$ cat config.mk
export PLATFORM = sky130hd
export DESIGN_NAME = ir_mark_space_capture_top_flat
export DESIGN_NICKNAME = d
export VERILOG_FILES = /design/src/hdl/imsc_pkg.sv /design/src/hdl/imsc_if.sv /design/src/hdl/imsc_digits.sv /design/src/hdl/ir_mark_space_capture_top.sv /design/src/flat_wrapper.sv
export VERILOG_INCLUDE_DIRS = /design/src /design/src/hdl
export SDC_FILE = /design/constraint.sdc
export NUM_CORES = 1
export LEC_CHECK = 0
export CORE_MARGIN = 4
export CORE_UTILIZATION = 67
export CTS_CLUSTER_SIZE = 16
export DETAILED_ROUTE_END_ITERATION = 12
export DONT_BUFFER_PORTS = 1
export GPL_ROUTABILITY_DRIVEN = 0
export PLACE_DENSITY = 0.83
export SLEW_MARGIN = 20
export SYNTH_ARGS = -nofsm -noshare
export SYNTH_HDL_FRONTEND = slang
export SYNTH_HIERARCHICAL = 1
export SYNTH_SLANG_ARGS = --single-unit
$ cat constraint.sdc
create_clock -name clk -period 6.76 [get_ports clk]
set_clock_uncertainty 0.1 [all_clocks]
set_input_delay 0.676 -clock clk [delete_from_list [all_inputs] [get_ports clk]]
set_output_delay 0.676 -clock clk [all_outputs]
set_load 0.02 [all_outputs]
$ cat src/hdl/assert_macros.svh
// assertion macros shared by the rtl files
`ifndef ASSERT_MACROS_SVH
`define ASSERT_MACROS_SVH

// checked on every rising clock edge, muted while reset is held
`define IMSC_ASSERT(lbl, prop, msg) \
  lbl: assert property (@(posedge clk) disable iff (!rst_n) (prop)) else $error(msg);

// checked on every rising clock edge, reset included
`define IMSC_ASSERT_ALWAYS(lbl, prop, msg) \
  lbl: assert property (@(posedge clk) (prop)) else $error(msg);

`endif

$ cat src/hdl/imsc_pkg.sv
// shared constants and codes of the ir mark/space capture block
`default_nettype none

package imsc_pkg;

  localparam int unsigned TOP_W   = 16;
  localparam int unsigned HUND_W  = 5;
  localparam int unsigned DIGIT_W = 4;

  localparam logic [TOP_W-1:0] TOP_RESET = 16'hFFFF;

  typedef enum logic {
    OP_TICK = 1'b0,
    OP_EDGE = 1'b1
  } imsc_op_t;

endpackage

`default_nettype wire

$ cat src/hdl/imsc_if.sv
// handshake channels of the ir mark/space capture block
`default_nettype none

interface imsc_in_if;
  logic valid;
  logic ready;
  logic opcode;
  logic pin_level;

  modport source(output valid, opcode, pin_level, input ready);
  modport sink(input valid, opcode, pin_level, output ready);
endinterface

interface imsc_out_if;
  import imsc_pkg::*;
  logic               valid;
  logic               ready;
  logic [HUND_W-1:0]  mark_hundreds;
  logic [DIGIT_W-1:0] mark_tens;
  logic [DIGIT_W-1:0] mark_ones;
  logic [HUND_W-1:0]  space_hundreds;
  logic [DIGIT_W-1:0] space_tens;
  logic [DIGIT_W-1:0] space_ones;

  modport source(output valid, mark_hundreds, mark_tens, mark_ones,
                 space_hundreds, space_tens, space_ones, input ready);
  modport sink(input valid, mark_hundreds, mark_tens, mark_ones,
               space_hundreds, space_tens, space_ones, output ready);
endinterface

interface imsc_cfg_if;
  import imsc_pkg::*;
  logic             valid;
  logic             ready;
  logic [TOP_W-1:0] count_top;

  modport source(output valid, count_top, input ready);
  modport sink(input valid, count_top, output ready);
endinterface

`default_nettype wire

$ cat src/hdl/imsc_digits.sv
// three stage pipeline that turns mark and space counts into decimal digits of count/40
`default_nettype none

module imsc_digits #(
  parameter int unsigned COUNT_WIDTH = 16
) (
  input  wire logic                   clk,
  input  wire logic                   rst_n,
  input  wire logic                   in_valid,
  output logic                        in_ready,
  input  wire logic [COUNT_WIDTH-1:0] in_mark,
  input  wire logic [COUNT_WIDTH-1:0] in_space,
  imsc_out_if.source                  out_ch
);
  import imsc_pkg::*;

  `include "assert_macros.svh"

  localparam int unsigned CW   = COUNT_WIDTH;
  localparam int unsigned SH   = CW + 3;
  localparam int unsigned PW   = 2 * CW + 4;
  localparam logic [63:0] POW  = 64'd1 << SH;
  // ceil(2^SH / 5) is exact for any dividend below 2^CW
  localparam logic [CW:0] M5   = (CW + 1)'((POW + 64'd4) / 64'd5);

  function automatic logic [CW-1:0] div5(input logic [CW-1:0] x);
    logic [PW-1:0] p;
    p = PW'(x) * PW'(M5);
    return p[SH +: CW];
  endfunction

  function automatic logic [CW-1:0] times10(input logic [CW-1:0] x);
    return (x << 3) + (x << 1);
  endfunction

  // stage 0: value / 40
  logic          v0_r;
  logic [CW-1:0] u_mark_r, u_space_r;
  // stage 1: split off ones digit
  logic               v1_r;
  logic [CW-1:0]      q_mark_r, q_space_r;
  logic [DIGIT_W-1:0] ones_mark_r, ones_space_r;
  // stage 2: result register
  logic               v2_r;
  logic [HUND_W-1:0]  hund_mark_r, hund_space_r;
  logic [DIGIT_W-1:0] tens_mark_r, tens_space_r;
  logic [DIGIT_W-1:0] ones2_mark_r, ones2_space_r;

  logic rdy0, rdy1, rdy2;
  logic [CW-1:0] q_mark_nxt, q_space_nxt, h_mark_nxt, h_space_nxt;

  assign rdy2     = !v2_r || out_ch.ready;
  assign rdy1     = !v1_r || rdy2;
  assign rdy0     = !v0_r || rdy1;
  assign in_ready = rdy0;

  assign q_mark_nxt  = div5(u_mark_r >> 1);
  assign q_space_nxt = div5(u_space_r >> 1);
  assign h_mark_nxt  = div5(q_mark_r >> 1);
  assign h_space_nxt = div5(q_space_r >> 1);

  always_ff @(posedge clk) begin
    if (!rst_n) begin
      v0_r <= 1'b0;
      v1_r <= 1'b0;
      v2_r <= 1'b0;
    end else begin
      if (rdy0) v0_r <= in_valid;
      if (rdy1) v1_r <= v0_r;
      if (rdy2) v2_r <= v1_r;
    end
  end

  always_ff @(posedge clk) begin
    if (rdy0 && in_valid) begin
      u_mark_r  <= div5(in_mark >> 3);
      u_space_r <= div5(in_space >> 3);
    end
    if (rdy1 && v0_r) begin
      q_mark_r     <= q_mark_nxt;
      q_space_r    <= q_space_nxt;
      ones_mark_r  <= DIGIT_W'(u_mark_r - times10(q_mark_nxt));
      ones_space_r <= DIGIT_W'(u_space_r - times10(q_space_nxt));
    end
    if (rdy2 && v1_r) begin
      hund_mark_r   <= HUND_W'(h_mark_nxt);
      hund_space_r  <= HUND_W'(h_space_nxt);
      tens_mark_r   <= DIGIT_W'(q_mark_r - times10(h_mark_nxt));
      tens_space_r  <= DIGIT_W'(q_space_r - times10(h_space_nxt));
      ones2_mark_r  <= ones_mark_r;
      ones2_space_r <= ones_space_r;
    end
  end

  assign out_ch.valid          = v2_r;
  assign out_ch.mark_hundreds  = hund_mark_r;
  assign out_ch.mark_tens      = tens_mark_r;
  assign out_ch.mark_ones      = ones2_mark_r;
  assign out_ch.space_hundreds = hund_space_r;
  assign out_ch.space_tens     = tens_space_r;
  assign out_ch.space_ones     = ones2_space_r;

  `IMSC_ASSERT(a_digits_decimal, v2_r |-> (tens_mark_r <= 4'd9 && ones2_mark_r <= 4'd9 && tens_space_r <= 4'd9 && ones2_space_r <= 4'd9), "digit above nine")
  `IMSC_ASSERT(a_stage1_advance, (v0_r && rdy1) |=> v1_r, "stage 0 item lost")
  `IMSC_ASSERT_ALWAYS(a_empty_takes, !v0_r |-> in_ready, "empty pipeline refuses item")

endmodule

`default_nettype wire

$ cat src/hdl/ir_mark_space_capture_top.sv
// top level of the ir mark/space capture block: tick counter, mark store and digit pipeline
//
//  channel | dir | handshake        | payload
//  in_ch   | in  | valid / ready    | opcode, pin_level
//  out_ch  | out | valid / ready    | mark and space hundreds, tens, ones
//  cfg_ch  | in  | valid / ready    | count_top (always ready)
//
// one item per clock while in_ready is high; counter and mark update in the cycle the item is taken
// a result passes through stage 0, 1 and 2 of the three stage digit pipeline and waits while out_ch stalls
// the two reciprocal multipliers of each pipeline stage set the clock path
// in_ready drops only while all three digit stages are full and out_ch stalls
// synchronous reset clears counter, mark and pipeline and loads count_top 65535
`default_nettype none

module ir_mark_space_capture_top #(
  parameter int unsigned COUNT_WIDTH = 16
) (
  input  wire logic clk,
  input  wire logic rst_n,
  imsc_in_if.sink   in_ch,
  imsc_out_if.source out_ch,
  imsc_cfg_if.sink  cfg_ch
);
  import imsc_pkg::*;

  `include "assert_macros.svh"

  localparam int unsigned CW   = COUNT_WIDTH;
  localparam int unsigned CMPW = (CW + 1 > TOP_W) ? CW + 1 : TOP_W;

  logic [TOP_W-1:0] count_top_r;
  logic [CW-1:0]    elapsed_count_r, elapsed_count_nxt;
  logic [CW-1:0]    stored_mark_r, stored_mark_nxt;
  logic [CMPW-1:0]  next_ext;
  logic [CW-1:0]    emit_space;
  logic             emit;
  logic             dig_ready;
  logic             in_fire;

  assign cfg_ch.ready = 1'b1;
  assign in_ch.ready  = dig_ready;
  assign in_fire      = in_ch.valid && dig_ready;
  assign next_ext     = CMPW'(elapsed_count_r) + CMPW'(1);

  always_comb begin
    elapsed_count_nxt = elapsed_count_r;
    stored_mark_nxt   = stored_mark_r;
    emit_space        = '0;
    emit              = 1'b0;
    if (in_fire) begin
      case (imsc_op_t'(in_ch.opcode))
        OP_TICK: begin
          if (next_ext >= CMPW'(count_top_r)) begin
            // timeout: report a pending mark with no space
            elapsed_count_nxt = '0;
            if (stored_mark_r != '0) begin
              emit            = 1'b1;
              stored_mark_nxt = '0;
            end
          end else begin
            elapsed_count_nxt = next_ext[CW-1:0];
          end
        end
        OP_EDGE: begin
          elapsed_count_nxt = '0;
          if (in_ch.pin_level) begin
            stored_mark_nxt = elapsed_count_r;
          end else if (stored_mark_r != '0) begin
            emit       = 1'b1;
            emit_space = elapsed_count_r;
          end
        end
        default: begin
        end
      endcase
    end
  end

  always_ff @(posedge clk) begin
    if (!rst_n) begin
      count_top_r     <= TOP_RESET;
      elapsed_count_r <= '0;
      stored_mark_r   <= '0;
    end else begin
      if (cfg_ch.valid) count_top_r <= cfg_ch.count_top;
      elapsed_count_r <= elapsed_count_nxt;
      stored_mark_r   <= stored_mark_nxt;
    end
  end

  imsc_digits #(
    .COUNT_WIDTH(CW)
  ) u_digits (
    .clk     (clk),
    .rst_n   (rst_n),
    .in_valid(emit),
    .in_ready(dig_ready),
    .in_mark (stored_mark_r),
    .in_space(emit_space),
    .out_ch  (out_ch)
  );

  `IMSC_ASSERT(a_emit_has_mark, emit |-> (stored_mark_r != '0), "result without stored mark")
  `IMSC_ASSERT(a_rise_stores, (in_fire && in_ch.opcode == OP_EDGE && in_ch.pin_level) |=> (stored_mark_r == $past(elapsed_count_r)), "rising edge lost count")
  `IMSC_ASSERT(a_timeout_clears, (emit && in_ch.opcode == OP_TICK) |=> (stored_mark_r == '0 && elapsed_count_r == '0), "timeout left state")

endmodule

`default_nettype wire

$ cat src/flat_wrapper.sv
// flat-port wrapper written by rule: the top's interface ports become plain ports
module ir_mark_space_capture_top_flat import imsc_pkg::*;
#(
  parameter int unsigned COUNT_WIDTH = 16
)
  (clk, rst_n, in_ch_valid, in_ch_opcode, in_ch_pin_level, in_ch_ready, out_ch_valid, out_ch_mark_hundreds, out_ch_mark_tens, out_ch_mark_ones, out_ch_space_hundreds, out_ch_space_tens, out_ch_space_ones, out_ch_ready, cfg_ch_valid, cfg_ch_count_top, cfg_ch_ready);
  imsc_in_if in_ch_i ();
  imsc_out_if out_ch_i ();
  imsc_cfg_if cfg_ch_i ();
  input  wire logic clk;
  input  wire logic rst_n;
  input wire logic [$bits(in_ch_i.valid)-1:0] in_ch_valid;
  input wire logic [$bits(in_ch_i.opcode)-1:0] in_ch_opcode;
  input wire logic [$bits(in_ch_i.pin_level)-1:0] in_ch_pin_level;
  output wire logic [$bits(in_ch_i.ready)-1:0] in_ch_ready;
  output wire logic [$bits(out_ch_i.valid)-1:0] out_ch_valid;
  output wire logic [$bits(out_ch_i.mark_hundreds)-1:0] out_ch_mark_hundreds;
  output wire logic [$bits(out_ch_i.mark_tens)-1:0] out_ch_mark_tens;
  output wire logic [$bits(out_ch_i.mark_ones)-1:0] out_ch_mark_ones;
  output wire logic [$bits(out_ch_i.space_hundreds)-1:0] out_ch_space_hundreds;
  output wire logic [$bits(out_ch_i.space_tens)-1:0] out_ch_space_tens;
  output wire logic [$bits(out_ch_i.space_ones)-1:0] out_ch_space_ones;
  input wire logic [$bits(out_ch_i.ready)-1:0] out_ch_ready;
  input wire logic [$bits(cfg_ch_i.valid)-1:0] cfg_ch_valid;
  input wire logic [$bits(cfg_ch_i.count_top)-1:0] cfg_ch_count_top;
  output wire logic [$bits(cfg_ch_i.ready)-1:0] cfg_ch_ready;
  assign in_ch_i.valid = in_ch_valid;
  assign in_ch_i.opcode = in_ch_opcode;
  assign in_ch_i.pin_level = in_ch_pin_level;
  assign in_ch_ready = in_ch_i.ready;
  assign out_ch_valid = out_ch_i.valid;
  assign out_ch_mark_hundreds = out_ch_i.mark_hundreds;
  assign out_ch_mark_tens = out_ch_i.mark_tens;
  assign out_ch_mark_ones = out_ch_i.mark_ones;
  assign out_ch_space_hundreds = out_ch_i.space_hundreds;
  assign out_ch_space_tens = out_ch_i.space_tens;
  assign out_ch_space_ones = out_ch_i.space_ones;
  assign out_ch_i.ready = out_ch_ready;
  assign cfg_ch_i.valid = cfg_ch_valid;
  assign cfg_ch_i.count_top = cfg_ch_count_top;
  assign cfg_ch_ready = cfg_ch_i.ready;
  ir_mark_space_capture_top #(.COUNT_WIDTH(COUNT_WIDTH)) u_core (.clk(clk), .rst_n(rst_n), .in_ch(in_ch_i), .out_ch(out_ch_i), .cfg_ch(cfg_ch_i));
endmodule
==> metrics.md <==
| Metric | Value |
|---|---|
| Met2 Resource Use GR | `48.58%` |
| Hold Vio Cnt, Final | `0` |
| CTS tree | `done` |
| Status | `complete, no violations` |
| MaxCap Viol Count | `0` |
| Post-Syn Instances | `1,679` |
| Setup CP Type | `flop to flop` |
| Origin of the worst min-delay path | `rst_n` |
| Routed Antenna Nets | `0` |
| Met1 Resource Use GR | `30.03%` |
| Fillcell total | `1,720` |
| Most used routing layer | `met2` |
| Multi-input gate area | `12,590 µm²` |
| ANT cells | `0` |
| Maximum vdd drop | `0.1462 mV` |
| Initial antenna violation count | `0` |
| CTS buffer count | `17` |
| Core area | `25,250 µm²` |
| Peak Freq | `158.1 MHz` |
| Req. time, crit path | `6.83 ns` |
| H-tree levels | `4` |
| PD cells | `109.9 nW/µm²` |
| Yosys warns | `6` |
| Reg clk slew, reported paths | `0.07 ns` |
| Post-detail-place hpwl | `29,040 µm` |
| Initial Util | `68.36%` |
| Final period utilization | `93.54%` |
| Total grt overflow | `0` |
| Crit path from | `u_core/u_digits/out_ch.valid` |
| Drt first pass iters | `5` |
| Proportion of layout cells with a drive suffix above 1 | `4.655%` |
| Number of global-route vias before repair | `12,990` |
| IO buf count | `0` |
| Die Wd | `168.5 µm` |
| Clk root buf | `clkbuf_16` |
| Die area | `28,400 µm²` |
| Worst-path fanout max | `12` |
| Count of final setup violators | `0` |
| Worst R2R Start | `u_core/u_digits/out_ch.valid` |
| Critical path arrival | `6.39 ns` |
| CP Capture Type | `flop` |
| Final WL | `35,500 µm` |
| Die H | `168.5 µm` |
| Slew @ Worst Pin | `1.019 ns` |
| Pleak | `0.01007 µW` |
| Post-Syn Area | `17,260 µm²` |
| CTS Sinks | `123` |
| Initial DRC Count | `618` |
| Slew Limit Fails | `0` |
| Post-layout minimum cycle time | `6.324 ns` |
| Avg Cell Area, Syn | `10.28 µm²` |
| Io pins | `52` |
| Vias | `12,070` |
| Nets | `2,303` |
| Relative slew slack | `31.83%` |
| Largest net degree at the start of global routing | `58` |
| Type of the worst min-delay path | `primary input to flop` |
| Wire length per cell | `17.51 µm` |
| Routed vias/inst | `5.956` |
| Worst setup SP type | `flop` |
| Post-CTS Hold Buffers | `0` |
| Unrepaired setup endpoints after global routing | `false` |
| GRT Total Usage | `26.11%` |
| Floorplan row count | `58` |
| Syn Nets | `2,298` |
| First-pass GRT wire length | `60,710 µm` |
| Skew-Pair Late Insertion Delay | `0.43 ns` |
| Setup TNS | `0 ns` |
| DRC Markers | `0` |
| Fin util | `72.06%` |
| FF+latch area | `3183 µm²` |
| Clock Tree Buf Depth | `2` |
| M3 GR Usage | `4.134%` |
| Syn-to-layout area delta | `5.414%` |
-- cell usage in the layout (no fill, tap or decap), types with 11 or more instances in the layout --
master and count:
ha_1 420, inv_1 370, fa_1 176, nand2_1 77, edfxtp_1 72, dfxtp_1 51, xnor2_1 48, a21oi_1 40
nor2_1 39, xor2_1 27, a21o_1 27, nand3_1 24, o21ai_0 22, o211ai_1 21, nor3_1 20, nand4_1 18
a32oi_1 18, clkbuf_16 17, a211oi_1 15, and2_1 14, and3_1 13, o21ai_2 12, a32o_1 11
-- final cells by class --
| cell class | instances | area share (%) |
|---|---|---|
| multi-input combinational | 1164 | 69.17 |
| sequential | 123 | 17.49 |
| inverter | 370 | 7.631 |
| clock buffer | 18 | 2.358 |
| tap | 330 | 2.269 |
| clock inverter | 14 | 0.7494 |
| timing repair buffer | 8 | 0.3300 |
-- power breakdown --
group,internal [µW],switching [µW]
Sequential,807,4.74
Clock,514,385
Combinational,132,157
-- state kept, by name, indices dropped and copies added, names as in the netlist, 5 cells and up --
signal                                 cells
u_core/count_top_r                        16
u_core/u_digits/out_ch.mark_hundreds       5
u_core/u_digits/q_mark_r                   8
u_core/u_digits/u_mark_r                  11
u_core/u_digits/q_space_r                  8
u_core/elapsed_count_r                    16
u_core/u_digits/u_space_r                 11
u_core/stored_mark_r                      16
u_core/u_digits/out_ch.space_hundreds      5
-- critical path, stage by stage (launching register included) --
cell and delay (ns):
dfxtp_1 0.37, nor2b_1 0.21, nand3_1 0.15, and2_0 0.17
nand2_1 0.10, nor2_2 0.30, and2_1 0.41, ha_1 0.24
inv_1 0.05, fa_1 0.52, inv_1 0.07, fa_1 0.58
fa_1 0.46, fa_1 0.51, ha_1 0.23, a211o_1 0.29
o31ai_1 0.46, a21oi_1 0.26, a211oi_2 0.28, o21bai_1 0.12
xor2_1 0.15
-- through the flow --
| step | hold WS [ns] | instances | area [µm²] | worst slack (ns) | total power (µW) |
|---|---|---|---|---|---|
| after floorplan | 0.3003 | 1679 | 17260 | 0.5314 | 1061 |
| after global placement | 0.3029 | 1994 | 17620 | 0.3202 | 1101 |
| after detailed placement | 0.3045 | 1994 | 17620 | 0.09192 | 1115 |
| after CTS | 0.2036 | 2026 | 18190 | 0.2708 | 2014 |
| after global routing | 0.2224 | 2027 | 18200 | 0.04608 | 2094 |
| final | 0.2124 | 2027 | 18200 | 0.4364 | 2000 |
-- worst paths after layout --
kind,endpoint,slack (ns),cells after the start
hold reg to reg,u_core/u_digits/out_ch.space_ones[3],0.31,0
setup reg to reg,u_core/u_digits/u_space_r[8],0.44,20
setup / recovery,u_core/u_digits/u_space_r[8],0.44,20
hold / removal,u_core/count_top_r[0],0.21,1
-- what timing repair did --
item / in CTS / in global routing
gates resized for setup: 0 / 1
endpoints found under the setup margin: 0 / 3
setup buffers: 0 / 0
-- metal layers --
| layer | vias to the layer above | wire length [µm] |
|---|---|---|
| met5 | - | 0 |
| met4 | 0 | 1309 |
| met3 | 104 | 1283 |
| met2 | 321 | 18800 |
| met1 | 5905 | 14100 |
| li1 | 5742 | - |
Power figures use the tool's default switching activity.
